==> src/rtl/core/cvg_pkg.sv <==
// Shared constants, stage types and angle table functions of the capsule vertex generator.
package cvg_pkg;

   // mesh resolution; stacks kept a power of two so the body y divide is a shift
   localparam int SLICES      = 32;
   localparam int STACKS_LOG2 = 4;
   localparam int STACKS      = 1 << STACKS_LOG2;
   localparam int HALF_STACKS = STACKS / 2;

   // field widths
   localparam int SEC_W   = 2;
   localparam int RING_W  = 5;
   localparam int SLICE_W = 6;
   localparam int CFG_W   = 16;
   localparam int POS_W   = 18;
   localparam int TEX_W   = 17;

   // table index widths
   localparam int SLICE_IW = $clog2(SLICES + 1);
   localparam int BODY_IW  = $clog2(STACKS + 1);
   localparam int CAP_IW   = $clog2(HALF_STACKS + 1);
   localparam int RO_W     = BODY_IW + 1;

   // datapath widths
   localparam int TRIG_W    = 18;
   localparam int TRIG_FRAC = 16;
   localparam int PROD_W    = 34;
   localparam int WIDE_W    = 50;

   // stream packing
   localparam int REQ_FIELDS = RING_W + SLICE_W;
   localparam int REQ_DW     = ((REQ_FIELDS + 7) / 8) * 8;
   localparam int RSP_FIELDS = 3 * POS_W + 2 * TEX_W;
   localparam int RSP_DW     = ((RSP_FIELDS + 7) / 8) * 8;

   // configuration
   localparam int CSR_IW = 1;
   localparam logic [CFG_W-1:0] RADIUS_RESET = CFG_W'(256);
   localparam logic [CFG_W-1:0] HEIGHT_RESET = CFG_W'(512);

   typedef enum logic [CSR_IW-1:0] {
      CSR_CAP_RADIUS  = 1'b0,
      CSR_BODY_HEIGHT = 1'b1
   } csr_index_type;

   typedef enum logic [SEC_W-1:0] {
      SEC_BODY   = 2'd0,
      SEC_TOP    = 2'd1,
      SEC_BOTTOM = 2'd2
   } section_type;

   typedef struct packed {
      logic signed [TRIG_W-1:0] s;
      logic signed [TRIG_W-1:0] c;
   } trig_type;

   // after table lookup
   typedef struct packed {
      logic                   ok;
      logic                   is_cap;
      logic                   is_bottom;
      trig_type               theta;
      trig_type               phi;
      logic signed [RO_W-1:0] ring_off;
      logic [TEX_W-1:0]       tex_u;
      logic [TEX_W-1:0]       tex_v;
   } s1_type;

   // after first products
   typedef struct packed {
      logic                     ok;
      logic                     is_cap;
      logic                     is_bottom;
      logic signed [PROD_W-1:0] p_x;
      logic signed [PROD_W-1:0] p_z;
      logic signed [PROD_W-1:0] p_y;
      logic [TEX_W-1:0]         tex_u;
      logic [TEX_W-1:0]         tex_v;
   } s2_type;

   // after second products, before rounding
   typedef struct packed {
      logic                     ok;
      logic                     is_cap;
      logic                     is_bottom;
      logic signed [WIDE_W-1:0] m_x;
      logic signed [WIDE_W-1:0] m_z;
      logic signed [WIDE_W-1:0] y_sum;
      logic signed [PROD_W-1:0] p_x;
      logic signed [PROD_W-1:0] p_z;
      logic [TEX_W-1:0]         tex_u;
      logic [TEX_W-1:0]         tex_v;
   } s3_type;

   localparam logic [63:0] ONE_Q32      = 64'd4294967296;
   localparam logic [63:0] HALF_PI_Q32  = 64'd6746518852;
   localparam logic [63:0] QUARTER_TURN = 64'd1073741824;
   localparam logic [63:0] EIGHTH_TURN  = 64'd536870912;

   // Taylor series in Q0.32, only ever evaluated on constants
   function automatic logic [63:0] poly_sin(input logic [63:0] r);
      logic [63:0] x;
      logic [63:0] x2;
      logic [63:0] t;
      x  = (r * HALF_PI_Q32) >> 30;
      x2 = (x * x) >> 32;
      t  = ONE_Q32 - x2 / 72;
      t  = ONE_Q32 - ((x2 * t) >> 32) / 42;
      t  = ONE_Q32 - ((x2 * t) >> 32) / 20;
      t  = ONE_Q32 - ((x2 * t) >> 32) / 6;
      return (x * t) >> 32;
   endfunction

   function automatic logic [63:0] poly_cos(input logic [63:0] r);
      logic [63:0] x;
      logic [63:0] x2;
      logic [63:0] t;
      x  = (r * HALF_PI_Q32) >> 30;
      x2 = (x * x) >> 32;
      t  = ONE_Q32 - x2 / 90;
      t  = ONE_Q32 - ((x2 * t) >> 32) / 56;
      t  = ONE_Q32 - ((x2 * t) >> 32) / 30;
      t  = ONE_Q32 - ((x2 * t) >> 32) / 12;
      t  = ONE_Q32 - ((x2 * t) >> 32) / 2;
      return t;
   endfunction

   function automatic logic signed [TRIG_W-1:0] to_q16(input logic [63:0] v);
      logic [63:0] q;
      q = (v + 64'd32768) >> 16;
      return $signed(q[TRIG_W-1:0]);
   endfunction

   // sine and cosine of a phase in 2^-32 turn, Q2.16
   function automatic trig_type sin_cos(input logic [31:0] phase);
      logic [63:0]              r;
      logic signed [TRIG_W-1:0] s0;
      logic signed [TRIG_W-1:0] c0;
      trig_type                 res;
      r = {34'd0, phase[29:0]};
      if (r <= EIGHTH_TURN) begin
         s0 = to_q16(poly_sin(r));
         c0 = to_q16(poly_cos(r));
      end else begin
         s0 = to_q16(poly_cos(QUARTER_TURN - r));
         c0 = to_q16(poly_sin(QUARTER_TURN - r));
      end
      unique case (phase[31:30])
         2'd0: begin
            res.s = s0;
            res.c = c0;
         end
         2'd1: begin
            res.s = c0;
            res.c = -s0;
         end
         2'd2: begin
            res.s = -s0;
            res.c = -c0;
         end
         default: begin
            res.s = -c0;
            res.c = s0;
         end
      endcase
      return res;
   endfunction

   function automatic trig_type theta_entry(input int idx);
      logic [63:0] p;
      p = (64'(idx) << 32) / 64'(SLICES);
      return sin_cos(p[31:0]);
   endfunction

   function automatic trig_type phi_entry(input int idx);
      logic [63:0] p;
      p = (64'(idx) << 30) / 64'(HALF_STACKS);
      return sin_cos(p[31:0]);
   endfunction

   function automatic logic [TEX_W-1:0] body_u_entry(input int idx);
      logic [63:0] v;
      v = (64'(idx) * 64'd131072 + 64'(SLICES)) / 64'(2 * SLICES);
      return v[TEX_W-1:0];
   endfunction

   function automatic logic [TEX_W-1:0] body_v_entry(input int idx);
      logic [63:0] v;
      v = (64'(STACKS - idx) * 64'd131072 + 64'(STACKS)) / 64'(2 * STACKS);
      return v[TEX_W-1:0];
   endfunction

endpackage

==> src/rtl/core/cvg_lookup.sv <==
// Request decode, range check and angle table lookup stage.
module cvg_lookup import cvg_pkg::*; (
   input  logic               clock,
   input  logic               reset,
   input  logic               in_valid,
   output logic               in_ready,
   input  logic [SEC_W-1:0]   section_in,
   input  logic [RING_W-1:0]  ring_in,
   input  logic [SLICE_W-1:0] slice_in,
   output logic               out_valid,
   input  logic               out_ready,
   output s1_type             out_data
);

   trig_type         theta_tab [SLICES+1];
   trig_type         phi_tab   [HALF_STACKS+1];
   logic [TEX_W-1:0] u_tab     [SLICES+1];
   logic [TEX_W-1:0] v_tab     [STACKS+1];

   for (genvar i = 0; i <= SLICES; i++) begin : g_slice_tab
      assign theta_tab[i] = theta_entry(i);
      assign u_tab[i]     = body_u_entry(i);
   end

   for (genvar i = 0; i <= HALF_STACKS; i++) begin : g_phi_tab
      assign phi_tab[i] = phi_entry(i);
   end

   for (genvar i = 0; i <= STACKS; i++) begin : g_v_tab
      assign v_tab[i] = body_v_entry(i);
   end

   logic                ok;
   logic                is_cap;
   logic                is_bottom;
   logic [SLICE_IW-1:0] slice_idx;
   logic [BODY_IW-1:0]  body_idx;
   logic [CAP_IW-1:0]   cap_idx;
   s1_type              s1_in;
   s1_type              s1_ff;
   logic                v1_ff;

   always_comb begin
      ok        = 1'b0;
      is_cap    = 1'b0;
      is_bottom = 1'b0;
      unique case (section_in)
         SEC_BODY: ok = (ring_in <= RING_W'(STACKS));
         SEC_TOP: begin
            ok     = (ring_in <= RING_W'(HALF_STACKS));
            is_cap = 1'b1;
         end
         SEC_BOTTOM: begin
            ok        = (ring_in <= RING_W'(HALF_STACKS));
            is_cap    = 1'b1;
            is_bottom = 1'b1;
         end
         default: ok = 1'b0;
      endcase
      if (slice_in > SLICE_W'(SLICES)) ok = 1'b0;

      // gated indexes keep every read inside its table
      slice_idx = ok ? slice_in[SLICE_IW-1:0] : '0;
      body_idx  = (ok && !is_cap) ? ring_in[BODY_IW-1:0] : '0;
      cap_idx   = (ok && is_cap) ? ring_in[CAP_IW-1:0] : '0;

      s1_in.ok        = ok;
      s1_in.is_cap    = is_cap;
      s1_in.is_bottom = is_bottom;
      s1_in.theta     = theta_tab[slice_idx];
      s1_in.phi       = phi_tab[cap_idx];
      s1_in.ring_off  = RO_W'({body_idx, 1'b0}) - RO_W'(STACKS);
      s1_in.tex_u     = u_tab[slice_idx];
      s1_in.tex_v     = v_tab[body_idx];
   end

   assign in_ready = !v1_ff || out_ready;

   always_ff @(posedge clock) begin
      if (reset) begin
         v1_ff <= 1'b0;
      end else if (in_ready) begin
         v1_ff <= in_valid;
      end
   end

   always_ff @(posedge clock) begin
      if (in_ready && in_valid) begin
         s1_ff <= s1_in;
      end
   end

   assign out_valid = v1_ff;
   assign out_data  = s1_ff;

endmodule

==> config.mk <==
export PLATFORM = sky130hd
export DESIGN_NAME = cvg_lookup
export DESIGN_NICKNAME = d
export VERILOG_FILES = /design/src/rtl/core/cvg_pkg.sv /design/src/rtl/core/cvg_lookup.sv
export SDC_FILE = /design/constraint.sdc
export NUM_CORES = 1
export LEC_CHECK = 0
export ABC_AREA = 1
export BUFFER_PORTS_ARGS = -buffer_cell sky130_fd_sc_hd__buf_4
export CORE_UTILIZATION = 35
export CTS_CLUSTER_DIAMETER = 80
export DETAILED_ROUTE_END_ITERATION = 8
export HOLD_SLACK_MARGIN = 0.15
export SLEW_MARGIN = 20
export SYNTH_ARGS = -nofsm -noshare
export SYNTH_HDL_FRONTEND = slang
export SYNTH_SLANG_ARGS = --single-unit
==> constraint.sdc <==
create_clock -name clock -period 8 [get_ports clock]
set_clock_uncertainty 0.15 [all_clocks]
set_input_delay 0.8 -clock clock [delete_from_list [all_inputs] [get_ports clock]]
set_output_delay 0.8 -clock clock [all_outputs]
set_load 0.02 [all_outputs]
## Word level (Yosys, flattened, before mapping)

Memory sizes are Yosys's and may differ from the RTL's. A register that Yosys moved wholly into a read port is not among the register bits.
Index checks and enable logic that the tools add are counted.

- Flip-flop bits (word level): 10
- ROM bits: 4512
- Input bits: 17
- Output and inout port bits: 117
- Word-level logic and storage cells: 33
- Memories kept: 4

- $add $sub $neg: 1
- $lt $le $gt $ge: 3
- Eq/ne operators: 2
- Muxes and demuxes: 7
- Bitwise logic cells: 3
- Reduce and logical (&&, ||, !) cells: 8

Memories:

| memory | words | bits a word | read ports | clocked after Yosys merged registers in | write ports | line | text |
|---|---|---|---|---|---|---|---|
| (name not given) | 64 | 36 | 1 | 1 | 0 | cvg_lookup.sv:70 | `s1_in.theta = theta_tab[slice_idx];` |
| (name not given) | 64 | 17 | 1 | 1 | 0 | cvg_lookup.sv:73 | `s1_in.tex_u = u_tab[slice_idx];` |
| (name not given) | 16 | 36 | 1 | 1 | 0 | cvg_lookup.sv:71 | `s1_in.phi = phi_tab[cap_idx];` |
| (name not given) | 32 | 17 | 1 | 1 | 0 | cvg_lookup.sv:74 | `s1_in.tex_v = v_tab[body_idx];` |

Operator list:

| operator | number |
|---|---|
| $not 6->7 | 1 |
| $gt 6x6->1 const B | 1 |
| $mux 6 | 1 |
| $not 5->6 | 1 |
| $sub 6x5->6 const B | 1 |
| $le 5x4->1 const B | 1 |
| $le 5x5->1 const B | 1 |
| $mux 5 | 1 |
| $not 4->5 | 1 |
| $mux 4 | 1 |
| $logic_and 1x1->1 | 3 |
| $mux 1 | 3 |
| $eq 2x1->1 const B | 1 |
| $eq 2x2->1 const B | 1 |
| $logic_not 1->1 | 2 |
| $logic_not 2->1 | 1 |
| $pmux 1 s2 | 1 |
| $reduce_or 2->1 | 1 |
| $logic_or 1x1->1 | 1 |

## Depth between registers and ports, before layout

Gate-level depths: netlist of run 1.

- Depth in word-level cells: 7
- Mapped depth: 18
- Gate-level depth less buffers: 18

## Worst setup path after synthesis of run 1

Ideal clock, no wire load.

- Path type: input -> register
- Start: input port in_valid
- End: register out_data[100] (netlist name)
- Library setup time: 0.554 ns
- Data arrival time: 4.904 ns
- Data required time: 7.296 ns
- Setup slack: 2.392 ns
- Stages on the path: 2
- Buffers on the path: 0
- Path through: inv_1 > a21oi_1

- Longest elaborated chain between the ends: 1

Ends and longest elaborated chain:

| what | line | text |
|---|---|---|
| start, declared | cvg_lookup.sv:5 | `input logic in_valid,` |
| $logic_and 1x1->1 | cvg_lookup.sv:88 | `if (in_ready && in_valid) begin` |

Every way passes these cells.
A chain may end at the register's enable or synchronous reset.

## Worst setup path after layout of run 1

- Start: input port section_in[0]
- End: register out_data[83] (netlist name)

- Longest elaborated chain between the ends: 6
- Elaborated cells between the ends (all ways): 8
- Classes of those cells: 2 x eq/ne; 3 x mux; 1 x bitwise; 2 x reduce/logical

Ends and longest elaborated chain:

| what | line | text |
|---|---|---|
| start, declared | cvg_lookup.sv:7 | `input logic [SEC_W-1:0] section_in,` |
| $eq 2x2->1 or $eq 2x1->1 (tied branches) | cvg_lookup.sv:47 | `unique case (section_in)` |
| $reduce_or 2->1 (no source line) | n/a |  |
| $pmux 1 s2 (*) | cvg_lookup.sv:47 |  |
| $mux 1 (*) | cvg_lookup.sv:60 | `if (slice_in > SLICE_W'(SLICES)) ok = 1'b0;` |
| $mux 6 (*) | cvg_lookup.sv:63 | `slice_idx = ok ? slice_in[SLICE_IW-1:0] : '0;` |
| $not 6->7 (implied by the code) (*) | cvg_lookup.sv:70 |  |

Mark *: on every way between the ends. The rest lies on a longest branch, timed or not.

==> results.yml, run 1 <==
run_status:
  status: "finished, final reports clean"
finish:
  areaGrowthSynthToFinish_pct: 23.2
  diodes: 0
  layout.nets: 703
  design_area_sq_um: 6260
  drive_gt1_share_pct: 24.5
  post-route-util_pct: 44.6
clock_tree:
  root_buffer: "clkbuf_16"
  numCtsBuffers: 9
  post-cts-setup-buffers: 0
  clockBufferDepth: 2
  htree_levels: 3
  hold_buffers: 0
  cts_tree: "built"
  cts_resized: 0
  clkLatencyLatePin_ns: 0.35
  cts.sinks: 85
  clk_pin_slew_worst_paths_ns: 0.07
synth:
  yosys_warnings: 0
  synthCells: 563
  synth_cell_types: 38
  synth-simple-area-share_pct: 27.7
  synthAdderAreaFrac_pct: 5.42
  synth_edf_count: 84
  async_reset_ff_share_pct: 0
  ys_top_cells_by_area: "edfxtp_1, nand2_1, ha_1"
  synth_xor_area_share_pct: 0
  seq_area_frac_synth_pct: 50.1
  synth_top_family_by_area: "simple AND/OR/NAND/NOR gates"
  synth_area_sq_um: 5080
  synth_compound_area_share_pct: 5.13
  muxShareOfSynthArea_pct: 0.444
  synth_area_per_cell_sq_um: 9.02
  ys_ff_latch: 85
  post-synth-top-area-fraction_pct: 49.7
  yosysTopAreaCell: "edfxtp_1"
  synth-main-ff-cell: "edfxtp_1"
setup_path:
  crit_path_end_kind: "register"
  cp-start-kind: "input port"
  r2r_slack_ns: 6.34
  arrival_ns: 3.59
  critPathKind: "in2reg"
  crit_required_ns: 7.96
  path_max_fanout: 17
  reg2reg_to: "out_data[103]"
  r2r_start: "out_valid"
  r2r_cells: 3
global_routing:
  grt_usage_pct: 17.2
  grt_max_degree: 85
  grt_first_pass_wirelength_mm: 19.3
  first_global_vias: 3817
  antenna_found_initial: 0
  grt_overflow: 0
pwr:
  power.density_nw_per_um2: 192
  leakage_nw: 3.21
  peakVddDrop_mv: 0.112
timing:
  layout_min_cycle_time_ns: 3.64
  finalHoldViolCount: 0
  rsz0062_at_grt: "false"
  setup_viol: 0
  drv_slew: 0
  max_freq_mhz: 275
  tightest_slew_ns: 0.887
  fin_ws_ns: 4.36
  relSlewSlack_pct: 40.6
  fin_crit_sh_pct: 45.4
  setup-tns-final_ns: 0
floorplan:
  num_rows: 43
  die_x_um: 122
  ios: 134
  dieHeight_um: 122
  core-area_sq_um: 14000
  die_area_sq_um: 15000
  start_util_pct: 36.2
placement:
  place_ws_ns: 4.05
  dp_hpwl_mm: 8.88
  dpl-instance-area_sq_um: 5890
  gp_congestion: 0.875
  io_buffer_count: 107
flow_run:
  drv_cap: 0
route:
  drc: 0
  drtIter0Drc: 373
  num_vias: 3972
  via_per_inst: 4.68
  final_antenna_net_count: 0
  wirelength_mm: 12.3
  routedWlPerCell_um: 14.5
  drt-pass1-iter-count: 5
hold_path:
  whs_path_depth: 2
  hp-class: "reg2reg"
  min_delay_worst_endpoint: "out_valid"
  hold_start: "out_valid"
-- worst max-delay path by stage --
| stage | from | endpoint | slack (ns) | depth (start not counted) |
|---|---|---|---|---|
| detailed placement | section_in[0] | out_data[83] | 4.05 | 14 |
| floorplan | in_valid | out_data[100] | 2.39 | 2 |
| global placement | section_in[0] | out_data[83] | 4.10 | 14 |
| global route | section_in[0] | out_data[84] | 4.12 | 18 |
| finish | section_in[0] | out_data[83] | 4.36 | 14 |
| CTS | section_in[0] | out_data[83] | 4.42 | 14 |
-- logic make-up after synthesis --
logic type | Yosys count
AND/OR/NAND/NOR | 302
multiplexers | 1
buffers and inverters | 107
flip-flops | 85
AO/OA/AOI/OAI | 45
adder cells (fa/ha/maj) | 22
other | 1
-- area by class of cell --
cell class	instances	area [sq um]
Clock buffer	10	229
Clock inverter	6	111
Fill cell	1382	7790
Inverter	63	238
Multi-Input combinational cell	396	2070
Sequential cell	85	2540
Tap cell	180	225
Timing Repair Buffer	109	838
-- report_power, final --
| group | leakage, nW | internal [mW] | switching [mW] |
|---|---|---|---|
| combinational | 2.21 | 0.0627 | 0.127 |
| clock | 0.164 | 0.305 | 0.177 |
| sequential | 0.834 | 0.522 | 0.00947 |
| total | 3.21 | 0.890 | 0.314 |
-- through the flow --
| stage | cells | power, mW | hold WS (ns) |
|---|---|---|---|
| after global placement | 832 | 0.730 | 0.369 |
| final | 849 | 1.20 | 0.397 |
| after floorplan | 588 | 0.674 | 0.555 |
| after detailed placement | 832 | 0.731 | 0.397 |
| after CTS | 848 | 1.21 | 0.403 |
| after global routing | 849 | 1.25 | 0.423 |
-- critical path: stages --
cell,delay (ns)
buf_4,0.09
inv_1,0.05
ha_1,0.34
nand2_1,0.11
nand2_4,0.13
inv_2,0.06
nor2_4,0.43
nand2_1,0.36
ha_1,0.52
nand3_1,0.31
nand2_1,0.18
o21ai_0,0.09
nand2_1,0.07
nand2_1,0.05
-- cell usage in the layout (no fill, tap or decap), types with 2 or more instances in the layout --
master / instances
nand2_1: 204
nand2_2: 6
ha_1: 22
nor2_2: 4
nor2_8: 5
clkbuf_16: 9
conb_1: 26
nand3_1: 31
bufinv_16: 3
a21oi_1: 15
clkinv_4: 2
o21ai_1: 9
buf_4: 108
nor2_4: 4
o21ai_0: 9
nand4_1: 5
nand2_4: 4
inv_1: 55
edfxtp_1: 84
o21ai_2: 3
inv_2: 7
a22oi_1: 3
nor2_1: 31
-- sequential cells by signal (all words and copies together), names as in the netlist --
name       flops
out_valid      1
out_data      84
-- routing by layer --
layer | vias up | GRT usage [%] | wire length, um
li1 | 1970 | - | -
met1 | 1824 | 21.7 | 5380
met2 | 156 | 28.2 | 5890
met3 | 22 | 4.23 | 851
met4 | 0 | 7.09 | 220
met5 | - | 0 | 0
-- cells in the mapped netlist (3+ instances only) --
cell type and number:
nor2_2 4, a21oi_1 16, inv_2 7, ha_1 22, nor2_8 5, inv_1 55
buf_2 6, edfxtp_1 84, nand2_1 204, nand4_1 5, a22oi_1 3, nor2_4 4
nand3_1 31, nor2_1 31, nand2_2 6, o21ai_2 3, buf_4 34, buf_6 4
nand2_4 4, o21ai_0 9, o21ai_1 9
Power figures use the tool's default switching activity.
==> run 2, diff against run 1 <==
- clock period: 8 -> 3.7 ns (I/O delays scaled with it)
==> run 2 against run 1 <==
Against the previous run: combinational power increased by 120%; die area is the same; final area shrank 1.1%; critical path type unchanged; sequential share of layout area is 0.44 points higher; final cell count is 0.24% higher; largest cell class unchanged; highest routed layer unchanged; utilization is 0.47 points lower; largest power group unchanged; routed wire length shrank 0.62%; register-to-register slack got worse by 4.5 ns; clock-buffer cell count fell by 1; non-clock buffer count rose by 2.
==> results.yml, run 2 (same netlist as run 1, synthesis figures left out) <==
run_status:
  status: "finished, final reports clean"
placement:
  gp_congestion: 0.909
  place_ws_ns: 0.406
  dp.cells: 834
  io_buffer_count: 107
  dp_hpwl_mm: 8.82
timing:
  tightest_slew_ns: 1.06
  finalHoldViolCount: 0
  drv_slew: 0
  rsz0062_at_grt: "false"
  fin_ws_ns: 0.761
  fin_crit_sh_pct: 79.4
  max_freq_mhz: 340
  setup-tns-final_ns: 0
  relSlewSlack_pct: 29.3
  layout_min_cycle_time_ns: 2.94
  setup_viol: 0
setup_path:
  critPathKind: "in2reg"
  crit_required_ns: 3.65
  path_max_fanout: 8
  crit_path_end_kind: "register"
  arrival_ns: 2.89
  cp-start-kind: "input port"
finish:
  areaGrowthSynthToFinish_pct: 21.9
  largest_reg_flops: 84
  drive_gt1_share_pct: 24.7
  layout_common_cells: "nand2_1, buf_4, edfxtp_1"
  layout.cells.non_filler: 851
  layout.nets: 705
  diodes: 0
  nFillCells: 1406
  final_common_cell: "nand2_1"
clock_tree:
  cts_tree: "built"
  clkLatencyLatePin_ns: 0.34
  numCtsBuffers: 9
  htree_levels: 3
  root_buffer: "clkbuf_16"
  cts_resized: 0
  cts.sinks: 85
  clockBufferDepth: 2
  clk_pin_slew_worst_paths_ns: 0.06
global_routing:
  antenna_found_initial: 0
  grt_overflow: 0
  grt_first_pass_wirelength_mm: 19.6
  first_global_vias: 3840
  grt_usage_pct: 17.2
  grt_max_degree: 85
route:
  via_per_inst: 4.71
  drt-pass1-iter-count: 5
  drtIter0Drc: 417
  routedWlPerCell_um: 14.4
  num_vias: 4009
  wirelength_mm: 12.3
  final_antenna_net_count: 0
  drc: 0
pwr:
  clock_power_share_pct: 35.0
  power.density_nw_per_um2: 388
  leakage_nw: 3.18
  switching_share_pct: 28.3
  peakVddDrop_mv: 0.173
  p_int_mw: 1.72
  p_sw_mw: 0.679
  seq_power_share_pct: 47.9
  comb_power_share_pct: 17.1
floorplan:
  num_rows: 43
  die_x_um: 122
  ios: 134
  dieHeight_um: 122
  core-area_sq_um: 14000
  die_area_sq_um: 15000
  start_util_pct: 36.2
flow_run:
  drv_cap: 0
hold_path:
  hp-class: "in2reg"
## run 2: changes by cell type in the layout (fill, tap and decap cells not counted)
cell           change
clkinv_4           +1
dlygate4sd3_1      +1
clkinvlp_4         +1
clkbuf_1           -1
clkinv_2           +1
bufinv_16          -3
buf_4              +2
inv_6              +1
buf_16             -1
## run 2: path summary, 6_finish.rpt
path	depth (start not counted)	startpoint	endpoint	slack [ns]
worst max-delay path	17	section_in[0]	out_data[78]	0.76
worst min-delay path	3	in_valid	out_valid	0.19
worst max register to register	2	out_valid	out_data[16]	1.82
worst min register to register	2	out_valid	out_valid	0.40
## run 2: power by group through the flow
stage,Sequential (mW),Clock (mW),Combinational [mW]
detailed placement,1.17,0,0.410
floorplan,1.25,0,0.202
global placement,1.17,0,0.409
finish,1.15,0.840,0.410
global route,1.16,0.901,0.446
CTS,1.15,0.864,0.412
## run 2: metal layers
layer | wire, um | vias to the layer above | global-route usage (%)
li1 | - | 1974 | -
met1 | 5460 | 1866 | 21.9
met2 | 5920 | 155 | 28.5
met3 | 703 | 14 | 3.35
met4 | 181 | 0 | 7.09
met5 | 0 | - | 0
## run 2: layout make-up
cell class | count | area (sq um) | area share, %
clock inverter | 7 | 51.3 | 0.829
tap | 180 | 225 | 3.64
clock buffer | 9 | 225 | 3.64
multi-input combinational | 396 | 2070 | 33.5
timing repair buffer | 111 | 836 | 13.5
sequential | 85 | 2540 | 41.1
inverter | 63 | 238 | 3.84
## run 2: metrics by stage
stage / utilization, % / power, mW / instance area [sq um] / hold WS, ns
after floorplan: - / 1.45 / 5170 / 0.289
after global placement: 42.0 / 1.58 / 5900 / 0.366
after detailed placement: 42.0 / 1.58 / 5900 / 0.384
after CTS: 44.1 / 2.43 / 6190 / 0.187
after global routing: 44.1 / 2.50 / 6190 / 0.197
final: 44.1 / 2.40 / 6190 / 0.186
## run 2: timing repair
item,CTS,global route
buffers inserted,0,0
hold buffers,1,0
endpoints found under the hold margin,1,0
## run 2: critical path, stage by stage
cell	delay, ns
buf_4	0.11
inv_1	0.08
ha_1	0.18
nand3_1	0.08
nand2_1	0.11
nand2_2	0.09
nor2_8	0.15
nand2_8	0.14
nor2_1	0.33
inv_1	0.16
ha_1	0.42
nand3_1	0.26
nand2_1	0.12
nand2_1	0.07
nand2_1	0.05
nor2_1	0.10
nor2_1	0.05
