### config.mk
export PLATFORM = sky130hd
export DESIGN_NAME = cvg_round
export DESIGN_NICKNAME = d
export VERILOG_FILES = /design/src/rtl/core/cvg_pkg.sv /design/src/rtl/core/cvg_round.sv
export SDC_FILE = /design/constraint.sdc
export NUM_CORES = 1
export LEC_CHECK = 0
export CORE_MARGIN = 2
export CORE_UTILIZATION = 50
export DETAILED_ROUTE_END_ITERATION = 8
export DONT_BUFFER_PORTS = 1
export PLACE_DENSITY = 0.7
export SLEW_MARGIN = 30
export SYNTH_ARGS = -nofsm -noshare
export SYNTH_HDL_FRONTEND = slang
export SYNTH_SLANG_ARGS = --single-unit
export TNS_END_PERCENT = 100
### constraint.sdc
create_clock -name clock -period 29.9 [get_ports clock]
set_input_delay 5.98 -clock clock [delete_from_list [all_inputs] [get_ports clock]]
set_output_delay 5.98 -clock clock [all_outputs]
set_load 0.05 [all_outputs]
### src/rtl/core/cvg_pkg.sv
// Shared constants, stage types and angle table functions of the capsule vertex generator.
package cvg_pkg;

   // mesh resolution; stacks kept a power of two so the body y divide is a shift
   localparam int SLICES      = 32;
   localparam int STACKS_LOG2 = 4;
   localparam int STACKS      = 1 << STACKS_LOG2;
   localparam int HALF_STACKS = STACKS / 2;

   // field widths
   localparam int SEC_W   = 2;
   localparam int RING_W  = 5;
   localparam int SLICE_W = 6;
   localparam int CFG_W   = 16;
   localparam int POS_W   = 18;
   localparam int TEX_W   = 17;

   // table index widths
   localparam int SLICE_IW = $clog2(SLICES + 1);
   localparam int BODY_IW  = $clog2(STACKS + 1);
   localparam int CAP_IW   = $clog2(HALF_STACKS + 1);
   localparam int RO_W     = BODY_IW + 1;

   // datapath widths
   localparam int TRIG_W    = 18;
   localparam int TRIG_FRAC = 16;
   localparam int PROD_W    = 34;
   localparam int WIDE_W    = 50;

   // stream packing
   localparam int REQ_FIELDS = RING_W + SLICE_W;
   localparam int REQ_DW     = ((REQ_FIELDS + 7) / 8) * 8;
   localparam int RSP_FIELDS = 3 * POS_W + 2 * TEX_W;
   localparam int RSP_DW     = ((RSP_FIELDS + 7) / 8) * 8;

   // configuration
   localparam int CSR_IW = 1;
   localparam logic [CFG_W-1:0] RADIUS_RESET = CFG_W'(256);
   localparam logic [CFG_W-1:0] HEIGHT_RESET = CFG_W'(512);

   typedef enum logic [CSR_IW-1:0] {
      CSR_CAP_RADIUS  = 1'b0,
      CSR_BODY_HEIGHT = 1'b1
   } csr_index_type;

   typedef enum logic [SEC_W-1:0] {
      SEC_BODY   = 2'd0,
      SEC_TOP    = 2'd1,
      SEC_BOTTOM = 2'd2
   } section_type;

   typedef struct packed {
      logic signed [TRIG_W-1:0] s;
      logic signed [TRIG_W-1:0] c;
   } trig_type;

   // after table lookup
   typedef struct packed {
      logic                   ok;
      logic                   is_cap;
      logic                   is_bottom;
      trig_type               theta;
      trig_type               phi;
      logic signed [RO_W-1:0] ring_off;
      logic [TEX_W-1:0]       tex_u;
      logic [TEX_W-1:0]       tex_v;
   } s1_type;

   // after first products
   typedef struct packed {
      logic                     ok;
      logic                     is_cap;
      logic                     is_bottom;
      logic signed [PROD_W-1:0] p_x;
      logic signed [PROD_W-1:0] p_z;
      logic signed [PROD_W-1:0] p_y;
      logic [TEX_W-1:0]         tex_u;
      logic [TEX_W-1:0]         tex_v;
   } s2_type;

   // after second products, before rounding
   typedef struct packed {
      logic                     ok;
      logic                     is_cap;
      logic                     is_bottom;
      logic signed [WIDE_W-1:0] m_x;
      logic signed [WIDE_W-1:0] m_z;
      logic signed [WIDE_W-1:0] y_sum;
      logic signed [PROD_W-1:0] p_x;
      logic signed [PROD_W-1:0] p_z;
      logic [TEX_W-1:0]         tex_u;
      logic [TEX_W-1:0]         tex_v;
   } s3_type;

   localparam logic [63:0] ONE_Q32      = 64'd4294967296;
   localparam logic [63:0] HALF_PI_Q32  = 64'd6746518852;
   localparam logic [63:0] QUARTER_TURN = 64'd1073741824;
   localparam logic [63:0] EIGHTH_TURN  = 64'd536870912;

   // Taylor series in Q0.32, only ever evaluated on constants
   function automatic logic [63:0] poly_sin(input logic [63:0] r);
      logic [63:0] x;
      logic [63:0] x2;
      logic [63:0] t;
      x  = (r * HALF_PI_Q32) >> 30;
      x2 = (x * x) >> 32;
      t  = ONE_Q32 - x2 / 72;
      t  = ONE_Q32 - ((x2 * t) >> 32) / 42;
      t  = ONE_Q32 - ((x2 * t) >> 32) / 20;
      t  = ONE_Q32 - ((x2 * t) >> 32) / 6;
      return (x * t) >> 32;
   endfunction

   function automatic logic [63:0] poly_cos(input logic [63:0] r);
      logic [63:0] x;
      logic [63:0] x2;
      logic [63:0] t;
      x  = (r * HALF_PI_Q32) >> 30;
      x2 = (x * x) >> 32;
      t  = ONE_Q32 - x2 / 90;
      t  = ONE_Q32 - ((x2 * t) >> 32) / 56;
      t  = ONE_Q32 - ((x2 * t) >> 32) / 30;
      t  = ONE_Q32 - ((x2 * t) >> 32) / 12;
      t  = ONE_Q32 - ((x2 * t) >> 32) / 2;
      return t;
   endfunction

   function automatic logic signed [TRIG_W-1:0] to_q16(input logic [63:0] v);
      logic [63:0] q;
      q = (v + 64'd32768) >> 16;
      return $signed(q[TRIG_W-1:0]);
   endfunction

   // sine and cosine of a phase in 2^-32 turn, Q2.16
   function automatic trig_type sin_cos(input logic [31:0] phase);
      logic [63:0]              r;
      logic signed [TRIG_W-1:0] s0;
      logic signed [TRIG_W-1:0] c0;
      trig_type                 res;
      r = {34'd0, phase[29:0]};
      if (r <= EIGHTH_TURN) begin
         s0 = to_q16(poly_sin(r));
         c0 = to_q16(poly_cos(r));
      end else begin
         s0 = to_q16(poly_cos(QUARTER_TURN - r));
         c0 = to_q16(poly_sin(QUARTER_TURN - r));
      end
      unique case (phase[31:30])
         2'd0: begin
            res.s = s0;
            res.c = c0;
         end
         2'd1: begin
            res.s = c0;
            res.c = -s0;
         end
         2'd2: begin
            res.s = -s0;
            res.c = -c0;
         end
         default: begin
            res.s = -c0;
            res.c = s0;
         end
      endcase
      return res;
   endfunction

   function automatic trig_type theta_entry(input int idx);
      logic [63:0] p;
      p = (64'(idx) << 32) / 64'(SLICES);
      return sin_cos(p[31:0]);
   endfunction

   function automatic trig_type phi_entry(input int idx);
      logic [63:0] p;
      p = (64'(idx) << 30) / 64'(HALF_STACKS);
      return sin_cos(p[31:0]);
   endfunction

   function automatic logic [TEX_W-1:0] body_u_entry(input int idx);
      logic [63:0] v;
      v = (64'(idx) * 64'd131072 + 64'(SLICES)) / 64'(2 * SLICES);
      return v[TEX_W-1:0];
   endfunction

   function automatic logic [TEX_W-1:0] body_v_entry(input int idx);
      logic [63:0] v;
      v = (64'(STACKS - idx) * 64'd131072 + 64'(STACKS)) / 64'(2 * STACKS);
      return v[TEX_W-1:0];
   endfunction

endpackage

### src/rtl/core/cvg_round.sv
// Rounding, saturation, result packing and the output register.
module cvg_round import cvg_pkg::*; (
   input  logic              clock,
   input  logic              reset,
   input  logic              in_valid,
   output logic              in_ready,
   input  s3_type            in_data,
   output logic              rsp_tvalid,
   input  logic              rsp_tready,
   output logic [RSP_DW-1:0] rsp_tdata,
   output logic              rsp_tuser
);

   localparam logic signed [WIDE_W-1:0] Y_MAX    = WIDE_W'((1 << (POS_W - 1)) - 1);
   localparam logic signed [WIDE_W-1:0] Y_MIN    = -Y_MAX - WIDE_W'(1);
   localparam logic signed [WIDE_W-1:0] TEX_HALF = WIDE_W'(1 << (TEX_W - 2));

   // divide by 2^sh, nearest, ties away from zero
   function automatic logic signed [WIDE_W-1:0] rnd_shift(input logic signed [WIDE_W-1:0] p,
                                                         input int sh);
      logic [WIDE_W-1:0] mag;
      mag = p[WIDE_W-1] ? (~p + 1'b1) : p;
      mag = (mag + (WIDE_W'(1) << (sh - 1))) >> sh;
      return p[WIDE_W-1] ? -$signed(mag) : $signed(mag);
   endfunction

   logic signed [WIDE_W-1:0] x_r;
   logic signed [WIDE_W-1:0] z_r;
   logic signed [WIDE_W-1:0] y_top;
   logic signed [WIDE_W-1:0] y_sat;
   logic signed [WIDE_W-1:0] y_r;
   logic signed [WIDE_W-1:0] u_cap;
   logic signed [WIDE_W-1:0] v_cap;
   logic [TEX_W-1:0]         tex_u;
   logic [TEX_W-1:0]         tex_v;
   logic [RSP_DW-1:0]        data_in;
   logic [RSP_DW-1:0]        data_ff;
   logic                     ok_ff;
   logic                     vo_ff;

   always_comb begin
      x_r   = in_data.is_cap ? rnd_shift(in_data.m_x, 2 * TRIG_FRAC)
                             : rnd_shift(in_data.m_x, TRIG_FRAC);
      z_r   = in_data.is_cap ? rnd_shift(in_data.m_z, 2 * TRIG_FRAC)
                             : rnd_shift(in_data.m_z, TRIG_FRAC);
      y_top = rnd_shift(in_data.y_sum, TRIG_FRAC);
      if (y_top > Y_MAX) begin
         y_sat = Y_MAX;
      end else if (y_top < Y_MIN) begin
         y_sat = Y_MIN;
      end else begin
         y_sat = y_top;
      end
      // the top value is never below -Y_MAX, so its negation needs no clip
      if (!in_data.is_cap) begin
         y_r = rnd_shift(in_data.y_sum, STACKS_LOG2 + 1);
      end else if (in_data.is_bottom) begin
         y_r = -y_sat;
      end else begin
         y_r = y_sat;
      end
      u_cap = TEX_HALF + rnd_shift(WIDE_W'(in_data.p_x), TRIG_FRAC + 1);
      v_cap = TEX_HALF + rnd_shift(WIDE_W'(in_data.p_z), TRIG_FRAC + 1);
      tex_u = in_data.is_cap ? u_cap[TEX_W-1:0] : in_data.tex_u;
      tex_v = in_data.is_cap ? v_cap[TEX_W-1:0] : in_data.tex_v;
      if (in_data.ok) begin
         data_in = RSP_DW'({tex_v, tex_u, z_r[POS_W-1:0], y_r[POS_W-1:0], x_r[POS_W-1:0]});
      end else begin
         data_in = '0;
      end
   end

   assign in_ready = !vo_ff || rsp_tready;

   always_ff @(posedge clock) begin
      if (reset) begin
         vo_ff <= 1'b0;
      end else if (in_ready) begin
         vo_ff <= in_valid;
      end
   end

   always_ff @(posedge clock) begin
      if (in_ready && in_valid) begin
         data_ff <= data_in;
         ok_ff   <= in_data.ok;
      end
   end

   assign rsp_tvalid = vo_ff;
   assign rsp_tdata  = data_ff;
   assign rsp_tuser  = ok_ff;

endmodule

======== Word-level counts from Yosys, hierarchy flattened ========
Cells that the tools add are included.
storage, ports and cells
  flip-flop bits (word level) ............. 90
  latch bits .............................. 0
  memory bits (writable) .................. 0
  memory bits (read-only) ................. 0
  input port bits ......................... 259
  word-level logic and storage cells ...... 58
  memories kept ........................... 0
operators by class
  add/sub/neg operators ................... 24
  $mul .................................... 0
  div/mod/pow operators ................... 0
  $lt $le $gt $ge ......................... 2
  equality and inequality tests ........... 0
  shift-type cells ........................ 0
  mux-type cells .......................... 21
  bitwise logic cells ..................... 5
  reductions and logical operators ........ 3
operators with widths
  kind                                                              number
  2-to-1 mux 50 bit                                                 4
  2-to-1 mux 18 bit                                                 11
  adder 50 x 1 -> 50 bit (second input constant)                    3
  NOT 50 bit                                                        3
  negator 18 bit                                                    6
  adder 50 x 32 -> 50 bit (second input constant)                   2
  adder 34 x 1 -> 34 bit (second input constant)                    2
  adder 34 x 16 -> 34 bit (second input constant)                   2
  adder 34 x 17 -> 34 bit (second input constant)                   2
  2-to-1 mux 17 bit                                                 4
  2-to-1 mux 34 bit                                                 2
  NOT 34 bit                                                        2
  adder 50 x 16 -> 50 bit (second input constant)                   1
  greater-than comparator 50 x 18 -> 1 bit (second input constant)  1
  < comparator 50 x 18 -> 1 bit (second input constant)             1
  negator 34 -> 50 bit                                              1
  adder 17 bit (first input constant)                               2
  negator 17 bit                                                    2
  adder 23 x 5 -> 23 bit (second input constant)                    1
  logical AND 1 bit                                                 1
  logical NOT 1 bit                                                 1
  logical OR 1 bit                                                  1

======== Depth between registers and ports, before layout ========
Gate-level depths: netlist (run 1).
  depth in word-level cells ............... 12
  mapped depth ............................ 32
  mapped depth without buffers ............ 22

======== Least setup slack after synthesis (run 1) ========
OpenSTA, ideal clock, no wires.
  path kind ............................... input to register
  start ................................... in in_data[151] (netlist bit)
  end ..................................... reg data_ff[28], in the netlist rsp_tdata[28], data pin
  setup time .............................. 168 ps
  data arrival time ....................... 14260 ps
  data required time ...................... 29732 ps
  path slack .............................. 15472 ps
  stages on the path ...................... 31
  path buffers ............................ 12
  cell sequence ........................... clkbuf_1 buf_1 clkbuf_1 buf_1 clkbuf_1 buf_1 buf_1 buf_1 buf_1 o21ai_0 xor2_1 inv_1 ha_1 buf_1 and3_1 and3_1 nor3_1 o31ai_1 a2111oi_0 o22ai_1 or4_1 or4_4 buf_6 o41ai_4 xnor2_1 nand3_1 nor4_2 a211oi_1 clkbuf_1 or4_1 a221oi_2
on the way
  cells in the longest elaborated chain, start to end .. 12
  elaborated cells between the ends (all ways) .. 16
ends and longest elaborated chain
  item                           line             RTL
  from (decl)                    cvg_round.sv:7   input s3_type in_data,
  NOT 50 bit                     -
  adder 50 x 1 -> 50 bit         -
  2-to-1 mux 50 bit              cvg_round.sv:22  mag = p[WIDE_W-1] ? (~p + 1'b1) : p;
  adder 50 x 16 -> 50 bit        cvg_round.sv:23  mag = (mag + (WIDE_W'(1) << (sh - 1))) >> sh;
  negator 34 -> 50 bit           cvg_round.sv:24  return p[WIDE_W-1] ? -$signed(mag) : $signed(mag);
  2-to-1 mux 50 bit              cvg_round.sv:24
  < comparator 50 x 18 -> 1 bit  cvg_round.sv:49  end else if (y_top < Y_MIN) begin
  2-to-1 mux 18 bit              cvg_round.sv:49
  2-to-1 mux 18 bit              cvg_round.sv:47  if (y_top > Y_MAX) begin
  negator 18 bit                 cvg_round.sv:58  y_r = -y_sat;
  2-to-1 mux 18 bit              cvg_round.sv:57  end else if (in_data.is_bottom) begin
  2-to-1 mux 18 bit (*)          cvg_round.sv:55  if (!in_data.is_cap) begin
  to (signal assigned)           cvg_round.sv:85  data_ff <= data_in;
  to (decl)                      cvg_round.sv:37  logic [RSP_DW-1:0] data_ff;
Every way passes the cells marked *; elsewhere a longest branch is shown, timed or not.
A chain may end at the register's enable or synchronous reset.

======== Worst setup path in the final report (run 1) ========
  start ................................... in in_data[109] (netlist bit)
  end ..................................... reg data_ff[19], in the netlist rsp_tdata[19], data pin
on the way
  cells in the longest elaborated chain, start to end .. 12
  elaborated cells between the ends (all ways) .. 13
ends and longest elaborated chain
  item                           line
  NOT 50 bit                     -
  adder 50 x 1 -> 50 bit         -
  2-to-1 mux 50 bit (*)          -
  adder 50 x 16 -> 50 bit (*)    cvg_round.sv:23
  negator 34 -> 50 bit           cvg_round.sv:24
  2-to-1 mux 50 bit (*)          cvg_round.sv:24
  < comparator 50 x 18 -> 1 bit  cvg_round.sv:49
  2-to-1 mux 18 bit              cvg_round.sv:49
  2-to-1 mux 18 bit (*)          cvg_round.sv:47
  negator 18 bit                 cvg_round.sv:58
  2-to-1 mux 18 bit (*)          cvg_round.sv:57
  2-to-1 mux 18 bit (*)          cvg_round.sv:55
Marked as above.

==> qor.yml, run 1 <==
status: "finished clean"
path_cells: "nor4_1 -> nand3_1 -> or3_1 -> nand2_1 -> xnor2_1 -> ha_1 -> inv_1 -> a211oi_1 -> nor3_2 -> or4_1 -> a2111oi_0 -> o22ai_1 -> or4_1 -> or3_1 -> a2bb2o_1 -> o41a_1 -> nor3b_1 -> nand3_1 -> or2_1 -> a21oi_2 -> a221oi_1"
yosys-top-cells-count: "227 x nand2_1, 207 x xnor2_1, 191 x nor2_1, 167 x xor2_1, 132 x clkbuf_1"
num_rows: 66
yosysUniqueCellTypes: 93
viasPerCell: 6.54
worst_ep_arrival_time_ns: 13.96
grt_pass1_vias: 14895
cts_buffer_depth: 2
finalHoldViolCount: 0
yosysMostFrequentCell: "nand2_1"
area_growth_pct: 1.86
final.min_clock_period_ns: 13.91
critPathKind: "in2reg"
cap_violations: 0
clock_latency_ns: 0.35
synth_top_family_by_area: "simple AND/OR/NAND/NOR gates"
synth-xor-area-share_pct: 20.1
fin_nets: 2388
setup_violations: 0
dp_hpwl_mm: 37.2
synthCells: 2253
yosys.area.top_type: "edfxtp_1"
slew_violations: 0
start_util_pct: 50.6
worst-slew-pin-transition_ns: 0.901
htree_levels: 3
grt_max_degree: 138
critPathCaptureType: "register"
syn_area_per_cell_um2: 7.27
cp-start-kind: "input pin"
yosysTopAreaCellShare_pct: 16.3
synth_area_leaders: "edfxtp_1 16%, xnor2_1 11%, xor2_1 8.9%"
first_iter_violations: 1476
irDropWorstVdd_mv: 0.0214
setup_tns_ns: 0
post-cts-setup-buffers: 0
synth_compound_area_share_pct: 24.9
holdWs_ns: 1.19
dieArea_mm2: 0.0342
numCtsBuffers: 9
drt-total-wl_mm: 48.9
cts_resized: 0
die_h_um: 185
r2r-start: "rsp_tvalid"
ctsRootBufferMaster: "clkbuf_16"
path_clk_slew_ns: 0.07
core_area_mm2: 0.0324
netlist_area_mm2: 0.0164
max_stage_delay_ns: 0.74
yosysSeqAreaShare_pct: 16.4
grt_pass1_wl_mm: 76.2
synth_seq_cells: 90
crit_fanout: 21
synth-simple-area-share_pct: 30.1
routedWlPerCell_um: 19.1
globalplace.congestion: 0.921
cts_tree: "built"
firstDrtPassIters: 5
antenna_left: 0
numClockSinks: 90
leakagePower_nw: 5.35
period_share_pct: 46.5
synthesis.nets: 2528
dieWidth_um: 185
ys.flop_type: "edfxtp_1"
track_usage_pct: 26.9
synthAdderAreaFrac_pct: 1.59
rsz0062_at_grt: "false"
min_from: "rsp_tvalid"
hold_buffers: 0
min_path_type: "reg2reg"
drcViolationCount: 0
drive_gt1_share_pct: 4.25
crit_slowest_cell: "or4_1"
yosys-mux-area-fraction_pct: 1.68
antenna_found_initial: 0
overflow: 0
worstPathRequired_ns: 29.95
ys_async_sr_fraction_pct: 0
yosys_warnings: 0
synth_edf_count: 89
vias: 16747
io_buffers: 0
finClkSkew_ns: 0.00772
power_density_mw_per_mm2: 30.7
ios: 350
max_freq_ghz: 0.0719
diodes: 0
slew-limit-headroom_pct: 39.5
crit_path_start: "in_data[109]"
layer usage:
metal / global-route usage [%] / wire [um] / share of wire [%] / vias up
met2: 43.4 / 22200 / 45 / 686
li1: - / - / - / 8127
met5: 0 / 0 / 0 / -
met1: 36.3 / 21300 / 44 / 7847
met3: 4.70 / 3940 / 8.0 / 87
met4: 8.89 / 1470 / 3.0 / 0
through the flow:
step	worst slack (ns)	instance area [um^2]	total power (W)	std cells	utilization, %
finish	15.99	16700	0.000512	2560	51.5
global route	15.07	16700	0.000541	2560	51.5
CTS	16.05	16700	0.000512	2559	51.4
detailed placement	15.68	16400	0.000396	2543	50.6
global placement	15.97	16400	0.000392	2543	50.5
floorplan	15.47	16400	0.000369	2253	-
power breakdown:
part	switching (W)	internal [W]	total (W)
registers	0.0000445	0.000154	0.000198
logic	0.000116	0.0000815	0.000198
clock network	0.0000572	0.0000587	0.000116
critical path: cells and delay by family:
kind,cells,cell delay (ns)
fa+ha+maj,1,0.39
buf+inv,1,0.19
xor+xnor,1,0.16
compound gates,7,2.66
simple gates,11,4.58
flip-flops by register name, summed over array words and instances (netlist names):
signal	flops
rsp_tvalid	1
rsp_tdata	88
rsp_tuser	1
cell usage in the layout, fill, tap and decap left out, drive strengths merged, types with 12 or more instances in the layout:
cell type / netlist / routed
nand2: 227 / 227
xnor2: 208 / 208
nor2: 191 / 191
xor2: 167 / 167
o21ai: 131 / 131
a21oi: 91 / 91
edfxtp: 89 / 89
nand3: 81 / 81
nor3: 70 / 70
o31ai: 64 / 64
or3: 60 / 60
inv: 54 / 60
or4: 55 / 55
a211oi: 52 / 52
nand4: 42 / 42
nor4: 36 / 36
o41ai: 30 / 30
a31oi: 26 / 26
and3: 25 / 25
a221oi: 24 / 24
mux2i: 23 / 23
or2: 22 / 22
nand2b: 21 / 21
nand3b: 18 / 18
nand4b: 17 / 17
and2: 17 / 17
o211ai: 16 / 16
ha: 16 / 16
nor2b: 16 / 16
o22ai: 14 / 14
a21o: 12 / 12
area by class of cell:
type                       instances  area (um^2)
fill                            3197        15700
multi-input combinational       1945        12900
sequential                        90         2690
tap                              442          553
clock buffer                      10          229
inverter                          58          218
timing repair buffer               9         68.8
clock inverter                     6         56.3
worst paths after layout:
| check | cells after the start | slack [ns] | to |
|---|---|---|---|
| worst min register to register | 2 | 1.19 | rsp_tvalid |
| worst max-delay path | 21 | 15.99 | rsp_tdata[19] |
| worst min-delay path | 2 | 1.19 | rsp_tvalid |
| worst max register to register | 3 | 27.44 | rsp_tdata[63] |
cells by family after synthesis:
| group | Yosys count |
|---|---|
| muxes | 27 |
| DFF | 90 |
| buffers and inverters | 218 |
| and+or+nand+nor | 939 |
| adders and majority gates | 22 |
| xor gates and xnor gates | 375 |
| AOI/OAI and AO/OA | 582 |
Note: power is estimated with default switching activity, not from simulation.
==> inputs of run 2 (changes only) <==
ABC_AREA = 1   (was unset)
PLACE_DENSITY = 0.73   (was 0.7)
clock period = 11.7 ns   (was 29.9 ns; I/O delays follow)
==> run 2 against run 1 <==
Net effect:
- flip-flop and latch count unchanged
- design area up 5.4%
- non-clock buffer count down 4
- via count up 14%
- sequential power rose to 2.5 times the previous value
- first-iteration DRC count down 10%
==> qor.yml, run 2 <==
dieArea_mm2: 0.0355
clock_latency_ns: 0.35
rsz0062_at_grt: "false"
irDropWorstVdd_mv: 0.0668
final_common_cell: "nand2_1"
mostFrequentLayoutCells: "847 x nand2_1, 372 x inv_1, 359 x nor2_1"
ctsRootBufferMaster: "clkbuf_16"
track_usage_pct: 29.4
io_buffers: 0
synth_seq_cells: 90
status: "finished clean"
post-cts-setup-buffers: 0
min_path_type: "reg2reg"
reg2reg_to: "rsp_tdata[14]"
grt_max_degree: 139
globalplace.congestion: 0.934
ys.flop_type: "edfxtp_1"
r2r_cells: 3
yosysUniqueCellTypes: 47
critPathKind: "in2reg"
core_area_mm2: 0.0335
max_stage_delay_ns: 0.39
antenna_left: 0
synthesis.nets: 3284
synthCells: 3009
start_util_pct: 50.7
diodes: 0
setup_tns_ns: 0
crit_path_start: "in_data[111]"
syn_area_per_cell_um2: 5.65
slew_violations: 0
drcViolationCount: 0
synth_edf_count: 89
die_h_um: 188
setup_violations: 0
yosys_warnings: 0
largest_register_ffs: 88
overflow: 0
worstHoldPathCells: 1
viasPerCell: 5.60
drive_gt1_share_pct: 6.53
yosysSeqAreaShare_pct: 15.9
worst-slew-pin-transition_ns: 0.854
drt-total-wl_mm: 53.5
critPathCaptureType: "register"
hold_buffers: 0
synth_area_leaders: "nand2_1 19%, edfxtp_1 16%, nand3_1 9.2%"
ys_async_sr_fraction_pct: 0
worstPathRequired_ns: 11.78
numCtsBuffers: 9
area_growth_pct: 3.44
cap_violations: 0
power_w: 0.00137
cts_buffer_depth: 2
holdWs_ns: 0.958
dp_hpwl_mm: 43.4
grt_pass1_vias: 17735
final_cells: 3403
reg2reg_slack_ns: 9.37
power_density_mw_per_mm2: 77.9
period_share_pct: 58.0
fin_nets: 3225
crit_fanout: 26
firstDrtPassIters: 8
max_freq_ghz: 0.147
netlist_area_mm2: 0.0170
routedWlPerCell_um: 15.7
finClkSkew_ns: 0.00710
antenna_found_initial: 0
cp-start-kind: "input pin"
cts_resized: 0
yosys-top-cells-count: "847 x nand2_1, 375 x inv_1, 359 x nor2_1, 313 x nand3_1, 154 x xor2_1"
htree_levels: 3
final_core_utilization_pct: 52.4
num_rows: 67
leakagePower_nw: 8.13
worstSetupEndpoint: "rsp_tdata[33]"
r2r-start: "rsp_tvalid"
yosys.area.top_type: "nand2_1"
numClockSinks: 90
slew-limit-headroom_pct: 42.7
cts_tree: "built"
dieWidth_um: 188
dp_cells: 3387
grt_pass1_wl_mm: 87.1
vias: 19057
cp_common_cell: "nand2_1"
worst_ep_arrival_time_ns: 6.86
path_clk_slew_ns: 0.08
finalHoldViolCount: 0
crit_slowest_cell: "o21ai_1"
first_iter_violations: 1325
yosysTopAreaCellShare_pct: 18.7
ios: 350
yosysMostFrequentCell: "nand2_1"
final.min_clock_period_ns: 6.78
[run 2: changes by cell type after synthesis, sizes merged, moves of 30 or more]
cell	change
a211oi	-52
o41ai	-30
inv	+333
a21oi	+38
xnor2	-132
or4	-55
nand2	+677
nor2	+221
clkbuf	-90
o31ai	-55
or3	-59
nand3	+244
[run 2: worst min path at each step]
stage,startpoint,end,slack [ns]
after floorplan,rsp_tvalid,rsp_tvalid,1.07
after global placement,rsp_tvalid,rsp_tdata[3],0.91
after detailed placement,rsp_tvalid,rsp_tdata[62],0.95
after CTS,rsp_tvalid,rsp_tdata[3],0.97
after global routing,rsp_tvalid,rsp_tdata[3],0.98
final,rsp_tvalid,rsp_tdata[70],0.96
[run 2: area by class of cell]
cell class	count	area, um^2
well taps	448	561
flip-flops and latches	90	2690
repair buffers	5	37.5
multi-input cells	2450	12500
clock inverters	7	81.3
inverters	394	1480
clock buffers	9	225
fillers	3574	16000
[run 2: through the flow]
step           area, um^2  worst slack, ns
6_report            17600             4.92
5_1_grt             17600             4.36
4_1_cts             17600             5.01
3_5_place_dp        17300             4.64
3_3_place_gp        17300             4.75
2_1_floorplan       17000             4.45
[run 2: kinds of logic (layout without fill, tap and decap cells)]
kind of cell,after synthesis,count (layout),synth area share [%]
and+or+nand+nor,1854,1854,49.1
buffers and inverters,469,415,10.7
AOI/OAI and AO/OA,350,350,11.3
xor gates and xnor gates,230,230,11.9
DFF,90,90,15.9
adders and majority gates,16,16,1.18
[run 2: critical path, delay by kind of cell]
family,cells,cell delay [ns]
AOI/OAI and AO/OA,2,0.45
xor gates and xnor gates,2,0.55
adders and majority gates,1,0.24
buffers and inverters,1,0.17
and+or+nand+nor,24,3.11
[run 2: metal layers]
metal / up-vias / global-route usage [%] / share of wire, %
met5: - / 0 / 0
met3: 85 / 3.20 / 5.4
met1: 8726 / 36.0 / 42
li1: 9616 / - / -
met2: 630 / 54.5 / 50
met4: 0 / 7.69 / 2.4
[run 2: where the power goes]
group | switching, W | internal [W]
Combinational | 0.000375 | 0.000185
Clock | 0.000154 | 0.000153
Sequential | 0.000109 | 0.000392
